### src/hw/rtl/fwrbk_pkg.sv
// Shared types and constants for the FIFO with remove-by-key.
`timescale 1ns / 1ps

package fwrbk_pkg;

    localparam int DEPTH_DEF = 16;
    localparam int ID_W      = 16;
    localparam int KEY_W     = 16;
    localparam int CNT_OUT_W = 5;

    typedef enum logic [1:0] {
        OP_ENQ = 2'd0,
        OP_DEQ = 2'd1,
        OP_REM = 2'd2
    } t_op;

    typedef struct packed {
        logic [1:0]       operation;
        logic [ID_W-1:0]  item_id;
        logic [KEY_W-1:0] item_key;
    } t_req;

    typedef struct packed {
        logic                 ok;
        logic [ID_W-1:0]      out_id;
        logic [KEY_W-1:0]     out_key;
        logic [CNT_OUT_W-1:0] count;
    } t_rsp;

    typedef struct packed {
        logic [ID_W-1:0]  id;
        logic [KEY_W-1:0] key;
    } t_entry;

    // controller -> datapath
    typedef struct packed {
        logic cap;      // latch key, clear index and dequeue outputs
        logic enq;      // write new entry at tail, count up
        logic rd_idx;   // read slot at index
        logic rd_next;  // read slot at index + 1
        logic idx_inc;
        logic wr_shift; // write last read entry into slot at index
        logic cap_out;  // keep last read entry as dequeue result
        logic dec;      // count down
        logic done;     // emit result beat
        logic ok;
    } t_cmd;

    // datapath -> controller
    typedef struct packed {
        logic empty;
        logic full;
        logic match;
        logic last;     // index + 1 reaches the count
    } t_sts;

endpackage

### src/hw/rtl/fifo_with_remove_by_key_unit.sv
// Top level of the FIFO with remove-by-key: sequencer plus datapath.
`timescale 1ns / 1ps

//  channel  | handshake         | payload        | notes
//  ---------+-------------------+----------------+------------------------------
//  command  | start / busy      | i_item (t_req) | beat taken when start && !busy
//  result   | o_valid (strobe)  | o_result       | one cycle, one beat per command
//
// Enqueue, an unused opcode, and a dequeue or remove on an empty queue finish
// at the accept edge; busy stays low and the result strobe follows in the next
// cycle, so these can go back to back. A dequeue or remove on a non-empty
// queue walks the entry memory through its single read port: a read and a
// compare step per slot searched up to the hit, then a read and a write step
// per slot moved up plus a final step to finish; busy stays high until then,
// and the strobe comes in the same cycle that busy drops. Synchronous
// active-low reset empties the queue; the entry memory is not cleared. Results cannot be stalled.

module fifo_with_remove_by_key_unit
    import fwrbk_pkg::*;
#(
    parameter int DEPTH = DEPTH_DEF
) (
    input  logic i_clk,
    input  logic i_rst_n,
    input  logic start,
    output logic busy,
    input  t_req i_item,
    output logic o_valid,
    output t_rsp o_result
);

    t_cmd cmd;
    t_sts sts;
    logic accept;

    // a beat is taken only while the sequencer sits idle
    assign accept = start && !busy;

    fwrbk_ctrl u_ctrl (
        .i_clk       (i_clk),
        .i_rst_n     (i_rst_n),
        .i_accept    (accept),
        .i_operation (i_item.operation),
        .i_sts       (sts),
        .o_cmd       (cmd),
        .o_busy      (busy)
    );

    fwrbk_dp #(
        .DEPTH (DEPTH)
    ) u_dp (
        .i_clk    (i_clk),
        .i_rst_n  (i_rst_n),
        .i_item   (i_item),
        .i_cmd    (cmd),
        .o_sts    (sts),
        .o_valid  (o_valid),
        .o_result (o_result)
    );

    // A failed command never reports entry data.
    a_fail_zero: assert property (@(posedge i_clk) disable iff (!i_rst_n)
        o_valid && !o_result.ok |-> (o_result.out_id == '0) && (o_result.out_key == '0))
        else $error("failed command returned entry data");

    // An enqueue completes at its accept edge and never makes the block busy.
    a_enq_single: assert property (@(posedge i_clk) disable iff (!i_rst_n)
        accept && (i_item.operation == OP_ENQ) |=> !busy && o_valid)
        else $error("enqueue did not finish in one cycle");

    // When a multi-cycle command starts, no stale result is on the strobe.
    a_busy_no_done: assert property (@(posedge i_clk) disable iff (!i_rst_n)
        $rose(busy) |-> !o_valid)
        else $error("result strobe at start of busy period");

    // A result is only produced by the command in progress.
    a_valid_cause: assert property (@(posedge i_clk) disable iff (!i_rst_n)
        o_valid |-> $past(accept) || $past(busy))
        else $error("result strobe without a command");

endmodule

### src/hw/rtl/fwrbk_ctrl.sv
// Sequencer for the FIFO with remove-by-key: search and compaction steps.
`timescale 1ns / 1ps

module fwrbk_ctrl
    import fwrbk_pkg::*;
(
    input  logic       i_clk,
    input  logic       i_rst_n,
    input  logic       i_accept,
    input  logic [1:0] i_operation,
    input  t_sts       i_sts,
    output t_cmd       o_cmd,
    output logic       o_busy
);

    typedef enum logic [4:0] {
        S_IDLE  = 5'b00001,
        S_RD    = 5'b00010,
        S_CMP   = 5'b00100,
        S_SH_RD = 5'b01000,
        S_SH_WR = 5'b10000
    } t_state;

    t_state r_state, n_state;
    logic   r_is_deq, n_is_deq;

    always_comb begin
        n_state  = r_state;
        n_is_deq = r_is_deq;
        o_cmd    = '0;
        case (r_state)
            S_IDLE: begin
                if (i_accept) begin
                    o_cmd.cap = 1'b1;
                    n_is_deq  = (i_operation == OP_DEQ);
                    case (i_operation)
                        OP_ENQ: begin
                            o_cmd.done = 1'b1;
                            o_cmd.ok   = !i_sts.full;
                            o_cmd.enq  = !i_sts.full;
                        end
                        OP_DEQ, OP_REM: begin
                            if (i_sts.empty) begin
                                o_cmd.done = 1'b1;
                            end else begin
                                n_state = S_RD;
                            end
                        end
                        default: begin
                            o_cmd.done = 1'b1;
                        end
                    endcase
                end
            end
            S_RD: begin
                o_cmd.rd_idx = 1'b1;
                n_state      = S_CMP;
            end
            S_CMP: begin
                if (r_is_deq || i_sts.match) begin
                    o_cmd.cap_out = r_is_deq;
                    n_state       = S_SH_RD;
                end else if (i_sts.last) begin
                    o_cmd.done = 1'b1;
                    n_state    = S_IDLE;
                end else begin
                    o_cmd.idx_inc = 1'b1;
                    n_state       = S_RD;
                end
            end
            S_SH_RD: begin
                if (i_sts.last) begin
                    o_cmd.dec  = 1'b1;
                    o_cmd.done = 1'b1;
                    o_cmd.ok   = 1'b1;
                    n_state    = S_IDLE;
                end else begin
                    o_cmd.rd_next = 1'b1;
                    n_state       = S_SH_WR;
                end
            end
            S_SH_WR: begin
                o_cmd.wr_shift = 1'b1;
                o_cmd.idx_inc  = 1'b1;
                n_state        = S_SH_RD;
            end
            default: begin
                n_state = S_IDLE;
            end
        endcase
    end

    assign o_busy = (r_state != S_IDLE);

    always_ff @(posedge i_clk) begin
        if (!i_rst_n) begin
            r_state  <= S_IDLE;
            r_is_deq <= 1'b0;
        end else begin
            r_state  <= n_state;
            r_is_deq <= n_is_deq;
        end
    end

endmodule

### src/hw/rtl/fwrbk_dp.sv
// Datapath for the FIFO with remove-by-key: entry memory, count, index, result.
`timescale 1ns / 1ps

module fwrbk_dp
    import fwrbk_pkg::*;
#(
    parameter int DEPTH = DEPTH_DEF
) (
    input  logic i_clk,
    input  logic i_rst_n,
    input  t_req i_item,
    input  t_cmd i_cmd,
    output t_sts o_sts,
    output logic o_valid,
    output t_rsp o_result
);

    localparam int IW = (DEPTH > 1) ? $clog2(DEPTH) : 1;
    localparam int CW = $clog2(DEPTH + 1);

    t_entry r_mem [DEPTH];
    t_entry r_rd_data;

    logic [CW-1:0]    r_count, n_count;
    logic [CW-1:0]    r_idx;
    logic [KEY_W-1:0] r_key;
    logic [ID_W-1:0]  r_out_id, n_out_id;
    logic [KEY_W-1:0] r_out_key, n_out_key;
    logic             r_valid;
    t_rsp             r_res;

    logic [CW:0]   idx_p1;
    logic [IW-1:0] rd_addr, wr_addr;
    logic          wr_en;
    t_entry        wr_data;

    assign idx_p1 = {1'b0, r_idx} + (CW + 1)'(1);

    assign o_sts.empty = (r_count == '0);
    assign o_sts.full  = (r_count == CW'(DEPTH));
    assign o_sts.match = (r_rd_data.key == r_key);
    assign o_sts.last  = (idx_p1 >= {1'b0, r_count});

    // single read port, registered data
    assign rd_addr = i_cmd.rd_next ? idx_p1[IW-1:0] : r_idx[IW-1:0];

    always_ff @(posedge i_clk) begin
        if (i_cmd.rd_idx || i_cmd.rd_next) begin
            r_rd_data <= r_mem[rd_addr];
        end
    end

    // single write port: tail on enqueue, compaction otherwise
    assign wr_en   = i_cmd.enq || i_cmd.wr_shift;
    assign wr_addr = i_cmd.enq ? r_count[IW-1:0] : r_idx[IW-1:0];

    always_comb begin
        wr_data = r_rd_data;
        if (i_cmd.enq) begin
            wr_data.id  = i_item.item_id;
            wr_data.key = i_item.item_key;
        end
    end

    always_ff @(posedge i_clk) begin
        if (wr_en) begin
            r_mem[wr_addr] <= wr_data;
        end
    end

    always_comb begin
        n_count = r_count;
        if (i_cmd.enq) begin
            n_count = r_count + CW'(1);
        end else if (i_cmd.dec) begin
            n_count = r_count - CW'(1);
        end
    end

    always_comb begin
        n_out_id  = r_out_id;
        n_out_key = r_out_key;
        if (i_cmd.cap) begin
            n_out_id  = '0;
            n_out_key = '0;
        end else if (i_cmd.cap_out) begin
            n_out_id  = r_rd_data.id;
            n_out_key = r_rd_data.key;
        end
    end

    always_ff @(posedge i_clk) begin
        if (!i_rst_n) begin
            r_count <= '0;
            r_idx   <= '0;
            r_valid <= 1'b0;
        end else begin
            r_count <= n_count;
            r_valid <= i_cmd.done;
            if (i_cmd.cap) begin
                r_idx <= '0;
            end else if (i_cmd.idx_inc) begin
                r_idx <= idx_p1[CW-1:0];
            end
        end
    end

    always_ff @(posedge i_clk) begin
        r_out_id  <= n_out_id;
        r_out_key <= n_out_key;
        if (i_cmd.cap) begin
            r_key <= i_item.item_key;
        end
        if (i_cmd.done) begin
            r_res.ok      <= i_cmd.ok;
            r_res.out_id  <= n_out_id;
            r_res.out_key <= n_out_key;
            r_res.count   <= CNT_OUT_W'(n_count);
        end
    end

    assign o_valid  = r_valid;
    assign o_result = r_res;

endmodule
### config.mk
export PLATFORM = sky130hd
export DESIGN_NAME = fifo_with_remove_by_key_unit
export DESIGN_NICKNAME = d
export VERILOG_FILES = /design/src/hw/rtl/fwrbk_pkg.sv /design/src/hw/rtl/fifo_with_remove_by_key_unit.sv /design/src/hw/rtl/fwrbk_ctrl.sv /design/src/hw/rtl/fwrbk_dp.sv
export SDC_FILE = /design/constraint.sdc
export NUM_CORES = 1
export LEC_CHECK = 0
export ABC_CLOCK_PERIOD_IN_PS = 9400
export BUFFER_PORTS_ARGS = -buffer_cell sky130_fd_sc_hd__buf_2
export CORE_MARGIN = 5
export CORE_UTILIZATION = 40
export CTS_CLUSTER_DIAMETER = 150
export DETAILED_ROUTE_END_ITERATION = 10
export RECOVER_POWER = 100
export SKIP_CTS_REPAIR_TIMING = 1
export SLEW_MARGIN = 20
export SYNTH_ARGS = -nofsm -noshare
export SYNTH_HDL_FRONTEND = slang
export SYNTH_SLANG_ARGS = --single-unit
### constraint.sdc
create_clock -name i_clk -period 9.4 [get_ports i_clk]
set_input_delay 1.41 -clock i_clk [delete_from_list [all_inputs] [get_ports i_clk]]
set_output_delay 1.41 -clock i_clk [all_outputs]
set_load 0.02 [all_outputs]
==> results of run 1 <==
-- worst max-delay path, cell delays in order --
cell,delay (ns)
clkbuf_1,0.10
inv_1,0.04
or3_1,0.45
clkinvlp_2,0.11
clkbuf_1,2.33
o211ai_1,0.47
buf_4,0.44
a21oi_1,0.34
nand2_1,0.31
nor2_4,0.80
buf_4,0.51
-- state kept, by name (all words and copies together) (netlist names), 16 cells and up --
signal	cells
u_dp.o_result	38
u_dp.r_key	16
u_dp.r_rd_data	32
u_dp.r_out_key	16
u_dp.r_mem	512
u_dp.r_out_id	16
-- power groups by stage --
stage / Combinational [µW] / Sequential, µW / Clock, µW
after floorplan: 157 / 3400 / 0
after global placement: 343 / 3350 / 0
after detailed placement: 350 / 3350 / 0
after CTS: 350 / 3290 / 2610
after global routing: 352 / 3300 / 2730
final: 326 / 3300 / 2570
-- cells in the mapped netlist (all sizes together) (2+ instances only) --
| master | count | area share |
|---|---|---|
| edfxtp | 598 | 0.68 |
| nand2 | 337 | 0.048 |
| nand3 | 104 | 0.020 |
| clkbuf | 102 | 0.015 |
| o21ai | 78 | 0.015 |
| mux2i | 67 | 0.025 |
| mux2 | 65 | 0.028 |
| a32o | 64 | 0.024 |
| nor2 | 62 | 0.0091 |
| dfxtp | 49 | 0.037 |
| a21oi | 40 | 0.0079 |
| a32oi | 34 | 0.011 |
| o31ai | 34 | 0.010 |
| a211oi | 32 | 0.0091 |
| a22oi | 32 | 0.0091 |
| o2111ai | 32 | 0.011 |
| buf | 29 | 0.0065 |
| xnor2 | 18 | 0.0063 |
| inv | 12 | 0.0017 |
| ha | 10 | 0.0047 |
| xor2 | 10 | 0.0033 |
| and2 | 9 | 0.0021 |
| nand2b | 7 | 0.0019 |
| nor4 | 5 | 0.0018 |
| nand4 | 4 | 0.00095 |
| nor3 | 4 | 0.00095 |
| or3 | 4 | 0.0011 |
| nand3b | 3 | 0.00085 |
| o211ai | 3 | 0.00085 |
| o31a | 3 | 0.0010 |
| a21o | 2 | 0.00057 |
| clkinv | 2 | 0.00033 |
| nor2b | 2 | 0.00047 |
| o32a | 2 | 0.00076 |
| or2 | 2 | 0.00047 |
-- cells in the final DEF (no fill, tap or decap), types with 17 or more instances in the layout --
cell and instances:
a21oi_1 40, mux2_1 64, edfxtp_1 598, o31ai_1 32
nand3_1 103, o21ai_0 72, a32o_1 64, a32oi_1 34
nand2_1 335, xnor2_1 17, a211oi_1 32, mux2i_1 67
clkbuf_16 68, a22oi_1 32, o2111ai_1 32, buf_2 19
nor2_1 46, dfxtp_1 49, buf_4 36, clkbuf_1 83
-- kinds of logic after synthesis --
| kind of cell | synth area share |
|---|---|
| flops | 0.718 |
| simple gates | 0.0876 |
| compound gates | 0.103 |
| buf+inv | 0.0231 |
| mux | 0.0532 |
| xor+xnor | 0.00959 |
| fa+ha+maj | 0.00475 |
-- final cells by class --
type | count | area, µm² | share of cell area
Sequential cell | 647 | 18900 | 0.634
Timing Repair Buffer | 119 | 662 | 0.0222
Multi-Input combinational cell | 1077 | 7010 | 0.235
Tap cell | 864 | 1080 | 0.0362
Clock inverter | 18 | 184 | 0.00616
Inverter | 14 | 53.8 | 0.00180
Clock buffer | 100 | 1920 | 0.0644
-- worst paths after layout --
| path | from | to | slack, ns |
|---|---|---|---|
| worst max-delay path | start | u_dp.r_mem[11][6] | 2.29 |
| worst min-delay path | u_dp.r_out_id[7] | u_dp.r_out_id[7] | 0.46 |
| worst max register to register | u_ctrl.r_state[4] | u_dp.r_mem[11][6] | 2.48 |
| worst min register to register | u_dp.r_out_id[7] | u_dp.r_out_id[7] | 0.46 |
-- through the flow --
stage	hold slack (ns)	area (µm²)	util	instances	power, µW
floorplan	0.434	26400	-	1869	3550
global placement	0.445	27800	0.425	2720	3690
detailed placement	0.453	27800	0.425	2720	3700
CTS	0.461	29900	0.457	2838	6250
global route	0.483	29900	0.456	2839	6380
finish	0.457	29900	0.456	2839	6190
-- metal layers --
layer,share of wire,vias to the layer above,GRT usage
li1,-,7293,-
met1,0.42,8455,0.272
met2,0.47,731,0.320
met3,0.087,129,0.0469
met4,0.025,0,0.0558
met5,0,-,0
==> flow_metrics.py, run 1 <==
metrics = {
    "final_layout": {
        "nets": 1973,
        "layout-drive-gt1-share": 0.0942,
        "filler_cell_count": 5704,
        "area_growth_pct": 13.3,
        "diodes": 0,
    },
    "timing": {
        "finalSetupTns_ns": 0,
        "worstMarginPinSlew_ns": 3.34,
        "fmax_ghz": 0.141,
        "fin_crit_sh": 0.757,
        "drv_slew": 164,
        "rsz0062_at_grt": "no",
        "skew_ns": 0.0168,
        "period_needed_ns": 7.11,
        "timing.slew.headroom": -1.23,
        "setup_violations": 0,
        "fin_ws_ns": 2.29,
        "hold_violations": 0,
    },
    "logic_synthesis": {
        "ys_seq_area_frac": 0.718,
        "synth-edff-count": 598,
        "ys_seq_elements": 647,
        "async_flop_share": 0,
        "syn_inst": 1869,
        "ys_warn_count": 0,
        "ys_types": 60,
        "syn_nets": 1916,
        "syn_area_per_cell_um2": 14.1,
        "ys.flop_type": "edfxtp_1",
        "netlist_area_mm2": 0.0264,
    },
    "power_and_ir_drop": {
        "p_leak_uw": 0.0100,
        "p_sw_frac": 0.219,
        "seq_power_share": 0.532,
        "power_density_mw_per_mm2": 207,
        "p_clk_frac": 0.415,
        "p_switching_uw": 1360,
        "internal_power_uw": 4830,
        "pwr-share-comb": 0.053,
        "ir_worst_vdd_v": 0.000123,
    },
    "die": {
        "rows": 94,
        "start_util": 0.402,
        "fp.dieW_um": 267,
        "io_pins": 77,
        "core_area_mm2": 0.0655,
        "fp.dieH_um": 267,
        "die-area_mm2": 0.0711,
    },
    "detailed_routing": {
        "route.vias.total": 16600,
        "drtIter0Drc": 1735,
        "vias_per_cell": 5.85,
        "drc": 0,
        "wl_um": 72100,
        "ant_nets": 0,
        "drtPass1Iterations": 6,
        "avgRoutedWirePerCell_um": 25.4,
    },
    "placed_design": {
        "globalplace.congestion": 0.774,
        "dpl_worst_slack_ns": 3.85,
        "portBuffers": 76,
        "dp_hpwl_um": 37900,
    },
    "global_route": {
        "grt_max_degree": 82,
        "grt_pass1_vias": 16200,
        "grt_use_total": 0.198,
        "grt_first_pass_wirelength_um": 106000,
        "antenna_found_initial": 3,
        "overflow": 0,
    },
    "outcome": {
        "violations": "capacitance limit, slew limit",
        "status": "finished, violations left",
    },
    "critical_path": {
        "crit_arrival_ns": 7.36,
        "ff2ff_path_depth": 10,
        "crit_required_ns": 9.64,
        "path_max_fanout": 51,
        "end_kind": "flop",
        "start_kind": "input pin",
        "crit_type": "input pin to flop",
    },
    "clock_network": {
        "insertion_delay_ns": 0.60,
        "cts_tree": "built",
        "ctsHtreeMaxLevel": 3,
        "clock_sinks": 647,
        "cts-root-buf": "clkbuf_16",
        "clock_path_buffers": 3,
        "clkSlewWorstSetupHoldPaths_ns": 0.06,
        "cts-buffers-inserted": 67,
    },
    "worst_hold_path": {
        "hold_path_class": "flop to flop",
        "hold_depth": 2,
    },
    "job": {
        "drv_cap": 5,
    },
}
Note: power is estimated with default switching activity, not from simulation.
==> inputs of run 2 (changes only) <==
- ABC_AREA: unset -> 1
- ABC_CLOCK_PERIOD_IN_PS: 9400 -> 6800
- clock period: 9.4 -> 6.8 ns (I/O delays scaled with it)
==> flow_metrics.py, run 2 <==
metrics = {
    "logic_synthesis": {
        "ys_warn_count": 0,
        "async_flop_share": 0,
        "synth-edff-count": 598,
        "syn_nets": 2745,
        "synthTopCellsByArea": "edfxtp_1 (64%), nand3_1 (10%), nand2_1 (8.7%)",
        "netlist_area_mm2": 0.0279,
        "ys_seq_area_frac": 0.678,
        "yosysMostFrequentCell": "nand2_1",
        "ys.flop_type": "edfxtp_1",
        "yosys.area.top_type": "edfxtp_1",
        "syn_area_per_cell_um2": 10.4,
        "ys_seq_elements": 647,
        "ys_types": 35,
        "yosys-top-cells-count": "nand2_1 (649), edfxtp_1 (598), nand3_1 (560)",
        "yosysTopAreaCellShare": 0.643,
        "syn_inst": 2698,
    },
    "critical_path": {
        "crit_type": "flop to flop",
        "slowest_delay_ns": 1.79,
        "crit_arrival_ns": 5.69,
        "r2r_start": "u_dp.r_count[0]",
        "path_cells": "inv_1, ha_1, inv_1, nor3_1, nand2_1, nand3_1, inv_2, o21ai_0, nand3_1, nor2_1, buf_4",
        "path_buf_inv": 4,
        "r2r_setup_slack_ns": 1.37,
        "crit_required_ns": 7.06,
        "worst-path-stages": 11,
        "path_max_fanout": 18,
        "critPathTopFamily": "simple AND/OR/NAND/NOR gates",
        "slowest_stage": "nor2_1",
        "ff2ff_path_depth": 11,
        "reg2reg_to": "u_dp.r_mem[6][30]",
        "end_kind": "flop",
        "start_kind": "flop",
    },
    "timing": {
        "drv_slew": 429,
        "setup_violations": 0,
        "skew_ns": 0.0202,
        "worstMarginPinSlew_ns": 2.94,
        "finalSetupTns_ns": 0,
        "period_needed_ns": 5.43,
        "fin_crit_sh": 0.798,
        "fmax_ghz": 0.184,
        "hold_violations": 0,
        "rsz0062_at_grt": "no",
        "timing.slew.headroom": -0.963,
    },
    "clock_network": {
        "insertion_delay_ns": 0.60,
        "cts-root-buf": "clkbuf_16",
        "cts_tree": "built",
        "cts-buffers-inserted": 69,
        "ctsHtreeMaxLevel": 3,
        "clock_path_buffers": 3,
        "clock_sinks": 647,
        "clkSlewWorstSetupHoldPaths_ns": 0.06,
    },
    "die": {
        "io_pins": 77,
        "fp.dieW_um": 274,
        "start_util": 0.405,
        "rows": 96,
        "fp.dieH_um": 274,
        "die-area_mm2": 0.0752,
        "core_area_mm2": 0.0689,
    },
    "global_route": {
        "grt_max_degree": 147,
        "grt_pass1_vias": 18300,
        "grt_use_total": 0.196,
        "antenna_found_initial": 3,
        "overflow": 0,
        "grt_first_pass_wirelength_um": 112000,
    },
    "final_layout": {
        "utilization": 0.454,
        "area_growth_pct": 12.1,
        "mostFrequentLayoutCells": "nand2_1 (646), edfxtp_1 (598), nand3_1 (562), inv_1 (558), clkbuf_1 (80)",
        "mostFrequentLayoutCell": "nand2_1",
        "nets": 2805,
        "final_area_mm2": 0.0313,
        "layout-drive-gt1-share": 0.0626,
        "largest_reg_flops": 512,
        "regMostFlops": "u_dp.r_mem",
    },
    "detailed_routing": {
        "drc": 0,
        "ant_nets": 0,
        "avgRoutedWirePerCell_um": 19.8,
        "drtPass1Iterations": 7,
        "vias_per_cell": 5.03,
        "route.vias.total": 18800,
        "drtIter0Drc": 1866,
        "wl_um": 74200,
    },
    "worst_hold_path": {
        "whs_endpoint": "u_dp.r_out_key[7]",
        "min_from": "u_dp.r_out_key[7]",
        "hold_path_class": "flop to flop",
        "hold_depth": 2,
    },
    "job": {
        "drv_cap": 18,
    },
    "placed_design": {
        "portBuffers": 76,
        "dp_hpwl_um": 42000,
        "dpl_cell_area_mm2": 0.0294,
        "globalplace.congestion": 0.807,
    },
    "power_and_ir_drop": {
        "power_density_mw_per_mm2": 292,
        "total_power_uw": 9130,
        "p_leak_uw": 0.0130,
        "ir_worst_vdd_v": 0.000195,
    },
    "outcome": {
        "status": "finished, violations left",
        "violations": "capacitance limit, slew limit",
    },
}
==> run 2: logic make-up after synthesis <==
| kind of cell | Yosys count | share of synthesized area |
|---|---|---|
| compound gates | 57 | 0.0103 |
| buf+inv | 689 | 0.0990 |
| fa+ha+maj | 10 | 0.00448 |
| flops | 647 | 0.678 |
| xor+xnor | 19 | 0.00596 |
| simple gates | 1276 | 0.202 |
==> run 2: layout make-up <==
type | count | area (µm²)
fill | 6470 | 37600
timing repair buffer | 116 | 611
sequential | 647 | 18900
clock buffer | 97 | 1990
clock inverter | 26 | 205
antenna | 1 | 2.50
tap | 931 | 1160
inverter | 562 | 2110
multi-input combinational | 1362 | 6290
==> run 2: tightest hold or removal path: stages (launching register included) <==
cell and delay [ns]:
dfxtp_1 0.29, nand2_1 0.05, a21oi_1 0.06
==> run 2: worst max-delay path by stage <==
stage | from | to | slack, ns
final | u_dp.r_count[0] | u_dp.r_mem[6][30] | 1.37
after global routing | u_dp.r_count[0] | u_dp.r_mem[3][6] | 1.02
after CTS | u_dp.r_idx[0] | u_dp.r_rd_data[27] | 2.33
after detailed placement | i_item[33] | u_dp.r_mem[15][0] | 2.32
after global placement | i_item[32] | u_dp.r_mem[15][29] | 2.34
after floorplan | start | u_dp.r_mem[0][0] | 3.14
==> run 2: report_power, final <==
group	total [µW]	leakage (µW)	switching (µW)	internal, µW
Sequential	4730	0.00584	58.0	4670
Combinational	763	0.00613	623	140
Clock	3640	0.00107	1520	2120
==> run 2: layer usage <==
layer / part of all wire / GRT usage / vias to the layer above
met1: 0.40 / 0.260 / 9019
met5: 0 / 0 / -
met2: 0.48 / 0.327 / 778
li1: - / - / 8897
met3: 0.093 / 0.0394 / 128
met4: 0.025 / 0.0612 / 0
==> run 2: stage by stage <==
| stage | instances | hold slack, ns | worst slack [ns] |
|---|---|---|---|
| 2_1_floorplan | 2698 | 0.441 | 3.14 |
| 3_3_place_gp | 3618 | 0.451 | 2.34 |
| 4_1_cts | 3741 | 0.468 | 2.33 |
| 6_report | 3742 | 0.465 | 1.37 |
| 3_5_place_dp | 3618 | 0.461 | 2.32 |
| 5_1_grt | 3741 | 0.490 | 1.02 |
==> inputs of run 3 (changes only) <==
- ABC_CLOCK_PERIOD_IN_PS: 6800 -> 4700
- clock period: 6.8 -> 4.7 ns (I/O delays scaled with it)
==> flow_metrics.py, run 3 (same netlist as run 2, synthesis figures left out) <==
metrics = {
    "power_and_ir_drop": {
        "p_switching_uw": 3200,
        "p_leak_uw": 0.0131,
        "ir_worst_vdd_v": 0.000250,
        "p_clk_frac": 0.395,
        "internal_power_uw": 9940,
        "p_sw_frac": 0.244,
        "power_density_mw_per_mm2": 417,
        "seq_power_share": 0.520,
        "pwr-share-comb": 0.085,
    },
    "timing": {
        "setup_violations": 0,
        "fin_crit_sh": 0.916,
        "fmax_ghz": 0.232,
        "drv_slew": 91,
        "fin_ws_ns": 0.394,
        "timing.slew.headroom": -0.616,
        "worstMarginPinSlew_ns": 2.42,
        "period_needed_ns": 4.31,
        "skew_ns": 0.0310,
        "rsz0062_at_grt": "no",
        "hold_violations": 0,
        "finalSetupTns_ns": 0,
    },
    "final_layout": {
        "regMostFlops": "u_dp.r_mem",
        "largest_reg_flops": 512,
        "mostFrequentLayoutCells": "nand2_1 (648), edfxtp_1 (598), nand3_1 (560), inv_1 (559), clkbuf_1 (79)",
        "nets": 2817,
        "area_growth_pct": 12.8,
        "mostFrequentLayoutCell": "nand2_1",
        "layout-drive-gt1-share": 0.0670,
    },
    "die": {
        "rows": 96,
        "start_util": 0.405,
        "core_area_mm2": 0.0689,
        "fp.dieH_um": 274,
        "die-area_mm2": 0.0752,
        "fp.dieW_um": 274,
        "io_pins": 77,
    },
    "detailed_routing": {
        "vias_per_cell": 5.02,
        "route.vias.total": 18800,
        "ant_nets": 0,
        "wl_um": 74900,
        "drc": 0,
        "drtPass1Iterations": 6,
        "drtIter0Drc": 1741,
        "avgRoutedWirePerCell_um": 19.9,
    },
    "clock_network": {
        "cts-root-buf": "clkbuf_16",
        "cts_tree": "built",
        "clock_path_buffers": 3,
        "cts-buffers-inserted": 67,
        "ctsHtreeMaxLevel": 3,
        "clock_sinks": 647,
        "insertion_delay_ns": 0.62,
        "clkSlewWorstSetupHoldPaths_ns": 0.06,
    },
    "global_route": {
        "grt_use_total": 0.198,
        "overflow": 0,
        "antenna_found_initial": 4,
        "grt_first_pass_wirelength_um": 112000,
        "grt_max_degree": 101,
        "grt_pass1_vias": 18300,
    },
    "critical_path": {
        "crit_type": "flop to flop",
        "end_kind": "flop",
        "path_max_fanout": 23,
        "crit_arrival_ns": 4.58,
        "crit_required_ns": 4.98,
        "start_kind": "flop",
    },
    "job": {
        "drv_cap": 3,
    },
    "placed_design": {
        "dp_hpwl_um": 42400,
        "dpl_worst_slack_ns": 0.830,
        "globalplace.congestion": 0.796,
        "portBuffers": 76,
    },
    "outcome": {
        "violations": "capacitance limit, slew limit",
        "status": "finished, violations left",
    },
    "worst_hold_path": {
        "hold_path_class": "input pin to flop",
    },
}
## run 3: worst max-delay path, stage by stage (launching register included)
cell and delay, ns:
dfxtp_1 0.33, inv_1 0.16, ha_1 0.17, inv_1 0.04
nor3_1 0.28, nand2_1 0.09, nand3_1 0.17, inv_1 0.20
o21ai_0 0.59, nand3_1 0.41, nor2_1 1.17, buf_12 0.34
## run 3: routing by layer
metal  wire length, µm  share of wire  track usage
met5                 0              0            0
met4              2170          0.029       0.0718
met3              6900          0.092       0.0461
met2             35700           0.48        0.326
met1             30100           0.40        0.257
## run 3: worst paths after layout
kind / slack (ns) / startpoint / cells past startpoint / endpoint
setup reg to reg: 0.39 / u_dp.r_count[1] / 11 / u_dp.r_mem[12][22]
hold / removal: 0.32 / i_item[0] / 1 / u_dp.r_key[0]
setup / recovery: 0.39 / u_dp.r_count[1] / 11 / u_dp.r_mem[12][22]
hold reg to reg: 0.47 / u_dp.r_out_key[5] / 2 / u_dp.r_out_key[5]
## run 3: layout make-up
type                    instances  area, µm²
diodes                          3       7.51
inverters                     562       2110
multi-input cells            1362       6330
clock buffers                  86       1820
fillers                      6395      37400
flip-flops and latches        647      18900
clock inverters                35        309
repair buffers                130        823
well taps                     931       1160
## run 3: power by group through the flow
stage,clock (µW),sequential [µW],combinational [µW]
after floorplan,0,7100,540
after global placement,0,6950,1170
after detailed placement,0,6950,1180
after CTS,5300,6830,1190
after global routing,5550,6860,1220
final,5200,6840,1110
## run 3: per-stage QoR
step	total power, µW	utilization	cell area, µm²	std cells	hold slack (ns)
2_1_floorplan	7640	-	27900	2698	0.441
3_3_place_gp	8120	0.430	29700	3632	0.452
3_5_place_dp	8140	0.430	29700	3632	0.459
4_1_cts	13300	0.461	31800	3753	0.260
5_1_grt	13600	0.457	31500	3753	0.315
6_report	13100	0.457	31500	3756	0.319
